`src/majority_rule_group_update_unit_assert.svh`:
```
// Assertion macros for the majority-rule group update unit.
// Used by modules that sample on clk and reset on arst_n.
`ifndef MAJORITY_RULE_GROUP_UPDATE_UNIT_ASSERT_SVH
`define MAJORITY_RULE_GROUP_UPDATE_UNIT_ASSERT_SVH

// Same-cycle implication, checked outside reset.
`define MRGU_ASSERT_SAME(lbl, ante, cons, msg) \
	lbl: assert property (@(posedge clk) disable iff (!arst_n) (ante) |-> (cons)) \
		else $error(msg);

// Next-cycle implication, checked outside reset.
`define MRGU_ASSERT_NEXT(lbl, ante, cons, msg) \
	lbl: assert property (@(posedge clk) disable iff (!arst_n) (ante) |=> (cons)) \
		else $error(msg);

`endif

```
`src/mrgu_pkg.sv`:
```
// Types and constants of the majority-rule group update unit.
// No dependencies.
package mrgu_pkg;

	localparam int AGENT_W = 10;
	localparam int COUNT_W = 11;
	localparam int SIZE_W  = 5;

	localparam logic ACT_LOAD   = 1'b0;
	localparam logic ACT_MEMBER = 1'b1;

	localparam logic [SIZE_W-1:0] GROUP_SIZE_RESET = 5'd3;

	typedef struct packed {
		logic               action;
		logic [AGENT_W-1:0] agent;
		logic               opinion;
	} item_t;

	typedef struct packed {
		logic [COUNT_W-1:0] count_a;
		logic [COUNT_W-1:0] count_b;
		logic               majority;
		logic               consensus;
		logic               tie_error;
	} result_t;

endpackage

```
`src/mrgu_ram.sv`:
```
// Generic single-write, single-read RAM with registered read data.
// No dependencies.
module mrgu_ram #(
	parameter int WIDTH = 1,
	parameter int DEPTH = 16
) (
	input  logic                                     clk,
	input  logic                                     we,
	input  logic [((DEPTH > 1) ? $clog2(DEPTH) : 1)-1:0] waddr,
	input  logic [WIDTH-1:0]                         wdata,
	input  logic [((DEPTH > 1) ? $clog2(DEPTH) : 1)-1:0] raddr,
	output logic [WIDTH-1:0]                         rdata
);

	logic [WIDTH-1:0] mem_q [DEPTH];

	always_ff @(posedge clk) begin
		if (we) begin
			mem_q[waddr] <= wdata;
		end
		rdata <= mem_q[raddr];
	end

endmodule

```
`src/majority_rule_group_update_unit.sv`:
```
// Majority-rule group update unit: top level with its sequencer.
// Depends on mrgu_pkg, mrgu_ram and majority_rule_group_update_unit_assert.svh.
//
//   channel  | direction | handshake                  | word
//   ---------+-----------+----------------------------+-----------------------------
//   item     | in        | start & !busy              | action, agent, opinion
//   result   | out       | done (one-cycle strobe)    | count_a, count_b, majority,
//            |           |                            | consensus, tie_error
//   cfg      | in        | cfg_valid & cfg_ready      | group_size (5 bits)
//
// After reset, sweep the opinion memory to B with busy high; cfg writes are taken.
// A load reads the stored opinion, then rewrites it if it changed. A member is
// compared against each one already collected; a duplicate stops early, else
// it is appended. Closing a group of n sums and then decides; a tie posts there,
// otherwise each member is written back and then the word is posted.
// done is high for exactly one cycle; the receiver cannot stall it.
module majority_rule_group_update_unit #(
	parameter int NODE_COUNT = 1024,
	parameter int MAX_GROUP  = 16
) (
	input  logic                               clk,
	input  logic                               arst_n,
	input  logic                               start,
	output logic                               busy,
	input  mrgu_pkg::item_t                    item,
	output logic                               done,
	output mrgu_pkg::result_t                  result,
	input  logic                               cfg_valid,
	output logic                               cfg_ready,
	input  logic [mrgu_pkg::SIZE_W-1:0]        cfg_data
);

	import mrgu_pkg::*;

	`include "majority_rule_group_update_unit_assert.svh"

	// Widths: store address, group address, member count, agent count.
	localparam int SA    = (NODE_COUNT > 1) ? $clog2(NODE_COUNT) : 1;
	localparam int GA    = (MAX_GROUP > 1) ? $clog2(MAX_GROUP) : 1;
	localparam int NW    = $clog2(MAX_GROUP + 1);
	localparam int CW    = $clog2(NODE_COUNT + 1);
	localparam int EXT_W = (SA > AGENT_W) ? SA : AGENT_W;
	localparam int XW    = (CW > COUNT_W) ? CW : COUNT_W;

	typedef enum logic [3:0] {
		S_CLEAR,
		S_IDLE,
		S_LD_RD,
		S_LD_WR,
		S_DUP_RD,
		S_DUP_CMP,
		S_APPEND,
		S_SUM_GM,
		S_SUM_ST,
		S_SUM_ACC,
		S_DECIDE,
		S_WB_GM,
		S_WB_ST,
		S_WB_CHK,
		S_FINISH
	} state_t;

	state_t               state_q;
	item_t                item_q;
	logic [SIZE_W-1:0]    gs_q;       // group_size register
	logic [NW-1:0]        cnt_q;      // members collected so far
	logic [NW-1:0]        idx_q;      // shared walk index
	logic [NW-1:0]        n_q;        // size of the group being resolved
	logic [NW-1:0]        na_q;       // members holding A
	logic                 maj_q;
	logic [SA-1:0]        clr_q;
	logic [CW-1:0]        ca_q;
	logic [CW-1:0]        cb_q;
	logic                 done_q;
	result_t              result_q;

	logic [NW-1:0]        eff_n;
	logic [NW-1:0]        idx_nxt;
	logic [NW-1:0]        cnt_nxt;
	logic                 agent_ok;
	logic                 tie;
	logic                 maj;
	logic                 cfg_wr;

	// Memory ports.
	logic                 st_we;
	logic [SA-1:0]        st_waddr;
	logic                 st_wdata;
	logic [SA-1:0]        st_raddr;
	logic                 st_rdata;
	logic                 gm_we;
	logic [AGENT_W-1:0]   gm_rdata;

	logic [EXT_W-1:0]     in_ext;
	logic [EXT_W-1:0]     item_ext;
	logic [EXT_W-1:0]     gm_ext;
	logic [XW-1:0]        ca_x;
	logic [XW-1:0]        cb_x;

	assign cfg_ready = 1'b1;
	assign cfg_wr    = cfg_valid & cfg_ready;
	assign busy      = (state_q != S_IDLE);
	assign done      = done_q;
	assign result    = result_q;

	assign in_ext   = EXT_W'(item.agent);
	assign item_ext = EXT_W'(item_q.agent);
	assign gm_ext   = EXT_W'(gm_rdata);
	assign agent_ok = (32'(in_ext) < 32'(NODE_COUNT));

	assign idx_nxt = idx_q + NW'(1);
	assign cnt_nxt = cnt_q + NW'(1);

	// Clamp the configured size into 1..MAX_GROUP.
	always_comb begin
		if (gs_q == '0) begin
			eff_n = NW'(1);
		end else if (int'(gs_q) > MAX_GROUP) begin
			eff_n = NW'(MAX_GROUP);
		end else begin
			eff_n = NW'(gs_q);
		end
	end

	// Compare 2*na against n: equal is a tie, above is majority A.
	assign tie = ({na_q, 1'b0} == {1'b0, n_q});
	assign maj = ({na_q, 1'b0} >  {1'b0, n_q});

	assign ca_x = XW'(ca_q);
	assign cb_x = XW'(cb_q);

	// Opinion memory port steering: sweep, load write, or write-back.
	always_comb begin
		st_we    = 1'b0;
		st_waddr = clr_q;
		st_wdata = 1'b0;
		st_raddr = gm_ext[SA-1:0];
		case (state_q)
			S_CLEAR: begin
				st_we = 1'b1;
			end
			S_LD_RD: begin
				st_raddr = item_ext[SA-1:0];
			end
			S_LD_WR: begin
				st_we    = (st_rdata != item_q.opinion);
				st_waddr = item_ext[SA-1:0];
				st_wdata = item_q.opinion;
			end
			S_WB_CHK: begin
				st_we    = (st_rdata != maj_q);
				st_waddr = gm_ext[SA-1:0];
				st_wdata = maj_q;
			end
			default: begin
				st_we = 1'b0;
			end
		endcase
	end

	assign gm_we = (state_q == S_APPEND);

	mrgu_ram #(
		.WIDTH (1),
		.DEPTH (NODE_COUNT)
	) u_store (
		.clk   (clk),
		.we    (st_we),
		.waddr (st_waddr),
		.wdata (st_wdata),
		.raddr (st_raddr),
		.rdata (st_rdata)
	);

	// Member list: written at the fill count, read at the walk index.
	mrgu_ram #(
		.WIDTH (AGENT_W),
		.DEPTH (MAX_GROUP)
	) u_members (
		.clk   (clk),
		.we    (gm_we),
		.waddr (cnt_q[GA-1:0]),
		.wdata (item_q.agent),
		.raddr (idx_q[GA-1:0]),
		.rdata (gm_rdata)
	);

	always_ff @(posedge clk or negedge arst_n) begin
		if (!arst_n) begin
			state_q  <= S_CLEAR;
			item_q   <= '0;
			gs_q     <= GROUP_SIZE_RESET;
			cnt_q    <= '0;
			idx_q    <= '0;
			n_q      <= '0;
			na_q     <= '0;
			maj_q    <= 1'b0;
			clr_q    <= '0;
			ca_q     <= '0;
			cb_q     <= CW'(NODE_COUNT);
			done_q   <= 1'b0;
			result_q <= '0;
		end else begin
			// Registered strobe of the word, from a tie in S_DECIDE or from S_FINISH after the final write-back.
			done_q <= (state_q == S_FINISH) || ((state_q == S_DECIDE) && tie);
			if (cfg_wr) begin
				gs_q  <= cfg_data;
				cnt_q <= '0;   // drop any partly gathered group
			end
			case (state_q)
				S_CLEAR: begin
					clr_q <= clr_q + SA'(1);
					if (32'(clr_q) == NODE_COUNT - 1) begin
						state_q <= S_IDLE;
					end
				end
				S_IDLE: begin
					if (start && agent_ok) begin
						item_q <= item;
						idx_q  <= '0;
						if (item.action == ACT_LOAD) begin
							state_q <= S_LD_RD;
						end else begin
							state_q <= S_DUP_RD;
						end
					end
				end
				S_LD_RD: begin
					state_q <= S_LD_WR;
				end
				S_LD_WR: begin
					if (st_rdata != item_q.opinion) begin
						if (item_q.opinion) begin
							ca_q <= ca_q + CW'(1);
							cb_q <= cb_q - CW'(1);
						end else begin
							ca_q <= ca_q - CW'(1);
							cb_q <= cb_q + CW'(1);
						end
					end
					state_q <= S_IDLE;
				end
				S_DUP_RD: begin
					if (idx_q == cnt_q) begin
						state_q <= S_APPEND;
					end else begin
						state_q <= S_DUP_CMP;
					end
				end
				S_DUP_CMP: begin
					if (gm_rdata == item_q.agent) begin
						state_q <= S_IDLE;   // already in the group
					end else begin
						idx_q   <= idx_nxt;
						state_q <= S_DUP_RD;
					end
				end
				S_APPEND: begin
					if (cnt_nxt >= eff_n) begin
						cnt_q   <= '0;
						n_q     <= cnt_nxt;
						idx_q   <= '0;
						na_q    <= '0;
						state_q <= S_SUM_GM;
					end else begin
						cnt_q   <= cnt_nxt;
						state_q <= S_IDLE;
					end
				end
				S_SUM_GM: begin
					state_q <= S_SUM_ST;
				end
				S_SUM_ST: begin
					state_q <= S_SUM_ACC;
				end
				S_SUM_ACC: begin
					na_q  <= na_q + NW'(st_rdata);
					idx_q <= idx_nxt;
					if (idx_nxt == n_q) begin
						state_q <= S_DECIDE;
					end else begin
						state_q <= S_SUM_GM;
					end
				end
				S_DECIDE: begin
					idx_q <= '0;
					if (tie) begin
						result_q.count_a   <= ca_x[COUNT_W-1:0];
						result_q.count_b   <= cb_x[COUNT_W-1:0];
						result_q.majority  <= 1'b0;
						result_q.consensus <= (ca_q == '0) || (cb_q == '0);
						result_q.tie_error <= 1'b1;
						state_q            <= S_IDLE;
					end else begin
						maj_q   <= maj;
						state_q <= S_WB_GM;
					end
				end
				S_WB_GM: begin
					state_q <= S_WB_ST;
				end
				S_WB_ST: begin
					state_q <= S_WB_CHK;
				end
				S_WB_CHK: begin
					if (st_rdata != maj_q) begin
						if (maj_q) begin
							ca_q <= ca_q + CW'(1);
							cb_q <= cb_q - CW'(1);
						end else begin
							ca_q <= ca_q - CW'(1);
							cb_q <= cb_q + CW'(1);
						end
					end
					idx_q <= idx_nxt;
					if (idx_nxt == n_q) begin
						state_q <= S_FINISH;
					end else begin
						state_q <= S_WB_GM;
					end
				end
				S_FINISH: begin
					result_q.count_a   <= ca_x[COUNT_W-1:0];
					result_q.count_b   <= cb_x[COUNT_W-1:0];
					result_q.majority  <= maj_q;
					result_q.consensus <= (ca_q == '0) || (cb_q == '0);
					result_q.tie_error <= 1'b0;
					state_q            <= S_IDLE;
				end
				default: begin
					state_q <= S_IDLE;
				end
			endcase
		end
	end

	// Checks on the sequencer and the running counts.
	`MRGU_ASSERT_SAME(a_count_total, 1'b1, (int'(ca_q) + int'(cb_q)) == NODE_COUNT, "A+B count off")
	`MRGU_ASSERT_SAME(a_fill_bound, 1'b1, int'(cnt_q) < MAX_GROUP, "member fill count too high")
	`MRGU_ASSERT_NEXT(a_done_pulse, done_q, !done_q, "result strobe held too long")
	`MRGU_ASSERT_NEXT(a_busy_after_start, start && !busy && agent_ok, busy, "busy not raised")

endmodule

```
`config.mk`:
```
export PLATFORM = sky130hd
export DESIGN_NAME = majority_rule_group_update_unit
export DESIGN_NICKNAME = d
export VERILOG_FILES = /design/src/mrgu_pkg.sv /design/src/mrgu_ram.sv /design/src/majority_rule_group_update_unit.sv
export VERILOG_INCLUDE_DIRS = /design/src /design/src/src
export SDC_FILE = /design/constraint.sdc
export NUM_CORES = 2
export LEC_CHECK = 0
export ABC_AREA = 1
export BUFFER_PORTS_ARGS = -buffer_cell sky130_fd_sc_hd__clkbuf_2
export CAP_MARGIN = 20
export CORE_ASPECT_RATIO = 0.8
export CORE_MARGIN = 10
export CORE_UTILIZATION = 44
export CTS_CLUSTER_DIAMETER = 200
export DETAILED_ROUTE_END_ITERATION = 7
export GPL_TIMING_DRIVEN = 0
export RECOVER_POWER = 25
export SYNTH_ARGS = -nofsm -noshare
export SYNTH_HDL_FRONTEND = slang
export SYNTH_HIERARCHICAL = 1
export SYNTH_SLANG_ARGS = --single-unit
```
`constraint.sdc`:
```
create_clock -name clk -period 26.3 [get_ports clk]
set_input_delay 5.26 -clock clk [delete_from_list [all_inputs] [get_ports clk]]
set_output_delay 5.26 -clock clk [all_outputs]
set_load 0.01 [all_outputs]
```
# Word-level counts from Yosys, hierarchy flattened
# Memories as Yosys holds them, arrays and structs flattened. A register that Yosys moved wholly into a read port is not among the register bits.
# Cells that the tools add are included.
# classes
n_reduce_logical	21
n_eq_ne	29
bitwise_logic	1
n_lt_le_gt_ge	3
add_sub_neg	8
mux	40
# op_table
op	count
$mux 11	8
$pmux 4 s13	1
$pmux 25 s2	1
$pmux 11 s2	2
$mux 5	8
$eq 4x4->1 const B	7
$mux 25	1
$pmux 5 s5	1
$add 11x1->11 const B	2
$logic_not 11->1	2
$sub 11x1->11 const B	2
$pmux 10 s2	1
$eq 4x3->1 const B	4
$mux 4	4
$mux 3	4
$ne 2x2->1 const B	6
$reduce_and 2->1	6
$add 10x1->10 const B	1
$add 5x1->5 const B	2
$eq 10x10->1	1
$eq 10x10->1 const B	1
$eq 5x5->1	2
$mux 10	1
$pmux 5 s2	1
24 further kinds	33
# totals
regBits	99
wordCells	122
in_bits	21
out_inout_bits	28
memories	2
mem_bits_rw	1184
# mem_list
name	words	width	read_ports	rd_clocked_by_memory_dff	wr	line_no	source
u_store.mem_q	1024	1	1	1	1	mrgu_ram.sv:15	logic [WIDTH-1:0] mem_q [DEPTH];
u_members.mem_q	16	10	1	1	1	mrgu_ram.sv:15	

# Depth between registers and ports, before layout
# depth
word_depth	6
mapped_depth	23
ltp_nobuf	19

# By module
# The synthesis kept the hierarchy.
# by_module_without_submodules
mod	area_per_inst_um2	n_inst	cells_each	seq_area_each_um2
mrgu_ram (u_store)	46392.0	1	4679	30769.5
mrgu_ram (u_members)	7179.4	1	682	5004.8
majority_rule_group_update_unit	5788.1	1	718	2481.1

# Least setup slack after synthesis
# OpenSTA, ideal clock, no wires.
# synth_path
path_type	reg-to-reg
startpoint	register state_q[0]
endpoint	memory u_store.mem_q[0] (data pin)
stages_incl_launch_ff	5
setup_ns	2.696
synth_period_minus_slack_ns	15.623
t_required_ns	23.604
t_arrival_ns	12.927
path_slack_ns	10.677
path_buffers	0
path_cell_list	dfrtp_1 > nand2_1 > nor2_2 > nand2_1 > nand2_1
# synth_between
elab_chain_cells	2
elab_cells_between_ends	3
cone_classes	2 x eq/ne; 1 x mux
# synth_rtl
element	line_no	source
from (decl)	majority_rule_group_update_unit.sv:63	state_t state_q;
from (signal assigned)	majority_rule_group_update_unit.sv:190	state_q <= S_CLEAR;
from (signal assigned)	majority_rule_group_update_unit.sv:214	state_q <= S_IDLE;
from (signal assigned)	majority_rule_group_update_unit.sv:222	state_q <= S_LD_RD;
$eq 4x4->1 / $eq 4x2->1 (equally long branches)	majority_rule_group_update_unit.sv:138	case (state_q)
$pmux 1 s2 (*)	majority_rule_group_update_unit.sv:138	
named net st_wdata	majority_rule_group_update_unit.sv:88	logic st_wdata;
to (decl)	mrgu_ram.sv:15	
# Mark *: on every way through the listed nets, which the timed path passes. The rest lies on a longest branch.

# Final worst setup path
# layout_path
startpoint	register state_q[3]
endpoint	output port busy
# layout_between
elab_chain_cells	1
# layout_rtl
element	line_no	source
$ne 4x1->1	majority_rule_group_update_unit.sv:102	assign busy = (state_q != S_IDLE);
to (decl)	majority_rule_group_update_unit.sv:24	output logic busy,
# No other way between the ends.

==> flow_metrics.py <==
metrics = {
    "die": {
        "coreArea_sq_mm": 0.134,
        "rows": 120,
        "die-width_um": 431,
        "die_h_um": 349,
        "initial_utilization": 0.443,
        "pin_count": 49,
        "dieArea_sq_mm": 0.150,
    },
    "detailed_routing": {
        "drt_iter0_drc": 9092,
        "post_drt_wl_per_cell_um": 29.3,
        "top_layer_used": "met5",
        "routed_via_density": 6.04,
        "vias": 49700,
        "first_pass_iters": 7,
        "detail-route-antenna-nets": 0,
        "drt_wl_total_um": 241000,
        "wl_met2_um": 96000,
        "met1Wirelength_um": 91600,
        "drc": 0,
        "wl_met3_um": 41800,
    },
    "outcome": {
        "violations": "max-capacitance violations, max-slew violations",
        "outcome": "finished, violations left",
    },
    "sta": {
        "post-route-period-util": 0.270,
        "fin_skew_ns": 0.0463,
        "fmax_ghz": 0.141,
        "rsz0062_at_grt": "no",
        "finalSetupViolations": 0,
        "fin_setup_tns_ns": 0,
        "worstMarginPinSlew_ns": 4.08,
        "holdWs_ns": 0.488,
        "hold_viol": 0,
        "maxSlewHeadroom": -1.72,
        "finalCriticalPeriod_ns": 7.11,
        "slew_viol_final": 441,
        "worst_slack_ns": 19.19,
    },
    "clock_network": {
        "cts_buffers": 138,
        "clk_latency_ns": 0.81,
        "cts.htree.levels": 4,
        "cts_max_path_buffers": 3,
        "cts.sinks": 1294,
        "tritoncts": "built",
        "hold_buffers": 0,
        "clk_pin_slew_ns": 0.06,
        "cts_resized": 0,
        "cts_setup_buffers": 0,
        "clockRootBuffer": "clkbuf_16",
    },
    "yosys": {
        "synth.avg_cell_area_sq_um": 9.76,
        "yosys-top-cells-area": "edfxtp_1 (60%), nand3_1 (9.9%), nand2_1 (9.3%)",
        "yosysTopAreaCell": "edfxtp_1",
        "synth_cells": 6079,
        "syn-num-nets": 6120,
        "synth_cell_type_count": 53,
        "yosysSeqAreaShare": 0.644,
        "synth_ff_type": "edfxtp_1",
        "yosysWarningCount": 6,
        "synth_top_area_frac": 0.599,
        "synth_edf_count": 1184,
        "syn_area_sq_mm": 0.0594,
        "ys_async_sr_fraction": 0.0765,
        "synth-seq-cells": 1294,
    },
    "global_route": {
        "grt_pass1_wl_um": 332000,
        "track_usage": 0.310,
        "grt_max_degree": 107,
        "grt_antenna_before_repair": 19,
        "grt_pass1_vias": 44600,
        "overflow": 0,
    },
    "hold_path": {
        "hold_class": "flip-flop to flip-flop",
    },
    "setup_path": {
        "critPathArrivalTime_ns": 1.85,
        "endpoint_kind": "output pin",
        "worst-endpoint-required_ns": 21.04,
        "setup.worst_path.class": "flip-flop to output pin",
        "cp_max_fo": 5,
        "critPathLaunchType": "flip-flop",
    },
    "placement": {
        "dp_hpwl_um": 164000,
        "routabilityCongestion": 1.01,
        "io_buffers": 47,
        "place_ws_ns": 19.99,
    },
    "layout": {
        "area_growth_pct": 13.4,
        "final_common_cell": "nand2_1",
        "drive_above_1_share": 0.0868,
        "nets": 6385,
        "final_cell_mix": "nand2_1 (1482), edfxtp_1 (1184), nand3_1 (1180), nor2_1 (1141), inv_1 (252)",
    },
    "power_and_ir_drop": {
        "irDropWorstVdd_mv": 0.0758,
        "p_leak_nw": 24.3,
        "finalPower_mw": 7.18,
        "p_per_area_mw_per_mm2": 107,
    },
    "flow_run": {
        "maxCapViolations": 5,
    },
}
## final timing paths
check | from | to | slack, ns | cells after the start
worst max-delay path | state_q[3]$_DFFE_PN0P_ | busy | 19.19 | 5
worst min-delay path | result[19]$_DFFE_PN0P_ | result[19]$_DFFE_PN0P_ | 0.49 | 1
worst max register to register | state_q[3]$_DFFE_PN0P_ | u_store/mem_q[706]$_DFFE_PP_ | 19.42 | 8
worst min register to register | result[19]$_DFFE_PN0P_ | result[19]$_DFFE_PN0P_ | 0.49 | 1
max in group asynchronous | arst_n | gs_q[0]$_DFFE_PN1P_ | 20.91 | 2
min in group asynchronous | arst_n | done$_DFF_PN0_ | 4.62 | 1
## per-stage QoR
stage	instance area, sq um	utilization	instances
after floorplan	59400	-	6079
after global placement	61800	0.462	7895
after detailed placement	63100	0.471	7964
after CTS	67400	0.503	8214
after global routing	67300	0.502	8223
final	67300	0.503	8233
## state kept, by name, indices dropped and copies added, names as in the netlist
signal           count
state_q              4
u_store/rdata        1
u_members/mem_q    160
idx_q                5
cnt_q                5
u_members/rdata     10
result              25
n_q                  5
item_q               1
na_q                 5
u_store/mem_q     1024
ca_q                11
clr_q               10
gs_q                 5
item_ext            10
cb_q                11
done                 1
maj_q                1
## cell usage after synthesis (13+ instances only)
cell type,count
edfxtp_1,1184
clkbuf_1,206
xor2_1,31
nor2_1,1135
a21oi_1,34
inv_1,247
nand4_1,24
dfrtp_1,96
buf_2,139
nand3_1,1180
buf_1,35
o21ai_0,40
buf_6,66
inv_2,13
nor3_1,31
ha_1,20
nand2_1,1476
## power breakdown
group,internal (mW),total [mW],switching (mW)
Sequential,2.34,2.44,0.0949
Combinational,0.668,2.84,2.17
Clock,1.07,1.91,0.838
Total,4.08,7.18,3.10
## cells by family after synthesis
group | count (synthesis) | synth area share
mux | 8 | 0.00150
other cells | 1 | 0.0000632
xor+xnor | 40 | 0.00590
buf+inv | 724 | 0.0582
simple gates | 3873 | 0.274
flops | 1294 | 0.644
compound gates | 119 | 0.0118
fa+ha+maj | 20 | 0.00422
## metal layers
metal  up-vias  track usage
met5         -      0.00771
met4        20        0.130
met3       708        0.125
met2      3918        0.426
met1     24200        0.430
li1      20900            -
## final cells by class
class | count | area [sq um]
Clock buffer | 185 | 3780
Multi-Input combinational cell | 4061 | 17600
Tap cell | 1769 | 2210
Sequential cell | 1294 | 38300
Inverter | 265 | 1010
Buffer | 459 | 2420
Timing Repair Buffer | 125 | 1540
Antenna cell | 10 | 25.0
Clock inverter | 65 | 508
Fill cell | 12500 | 66600
## critical path, stage by stage (launching register included)
cell      delay (ns)
dfrtp_1         0.43
inv_1           0.14
nand2_1         0.16
nor2_4          0.16
inv_2           0.06
clkbuf_2        0.13
Power figures use the tool's default switching activity.
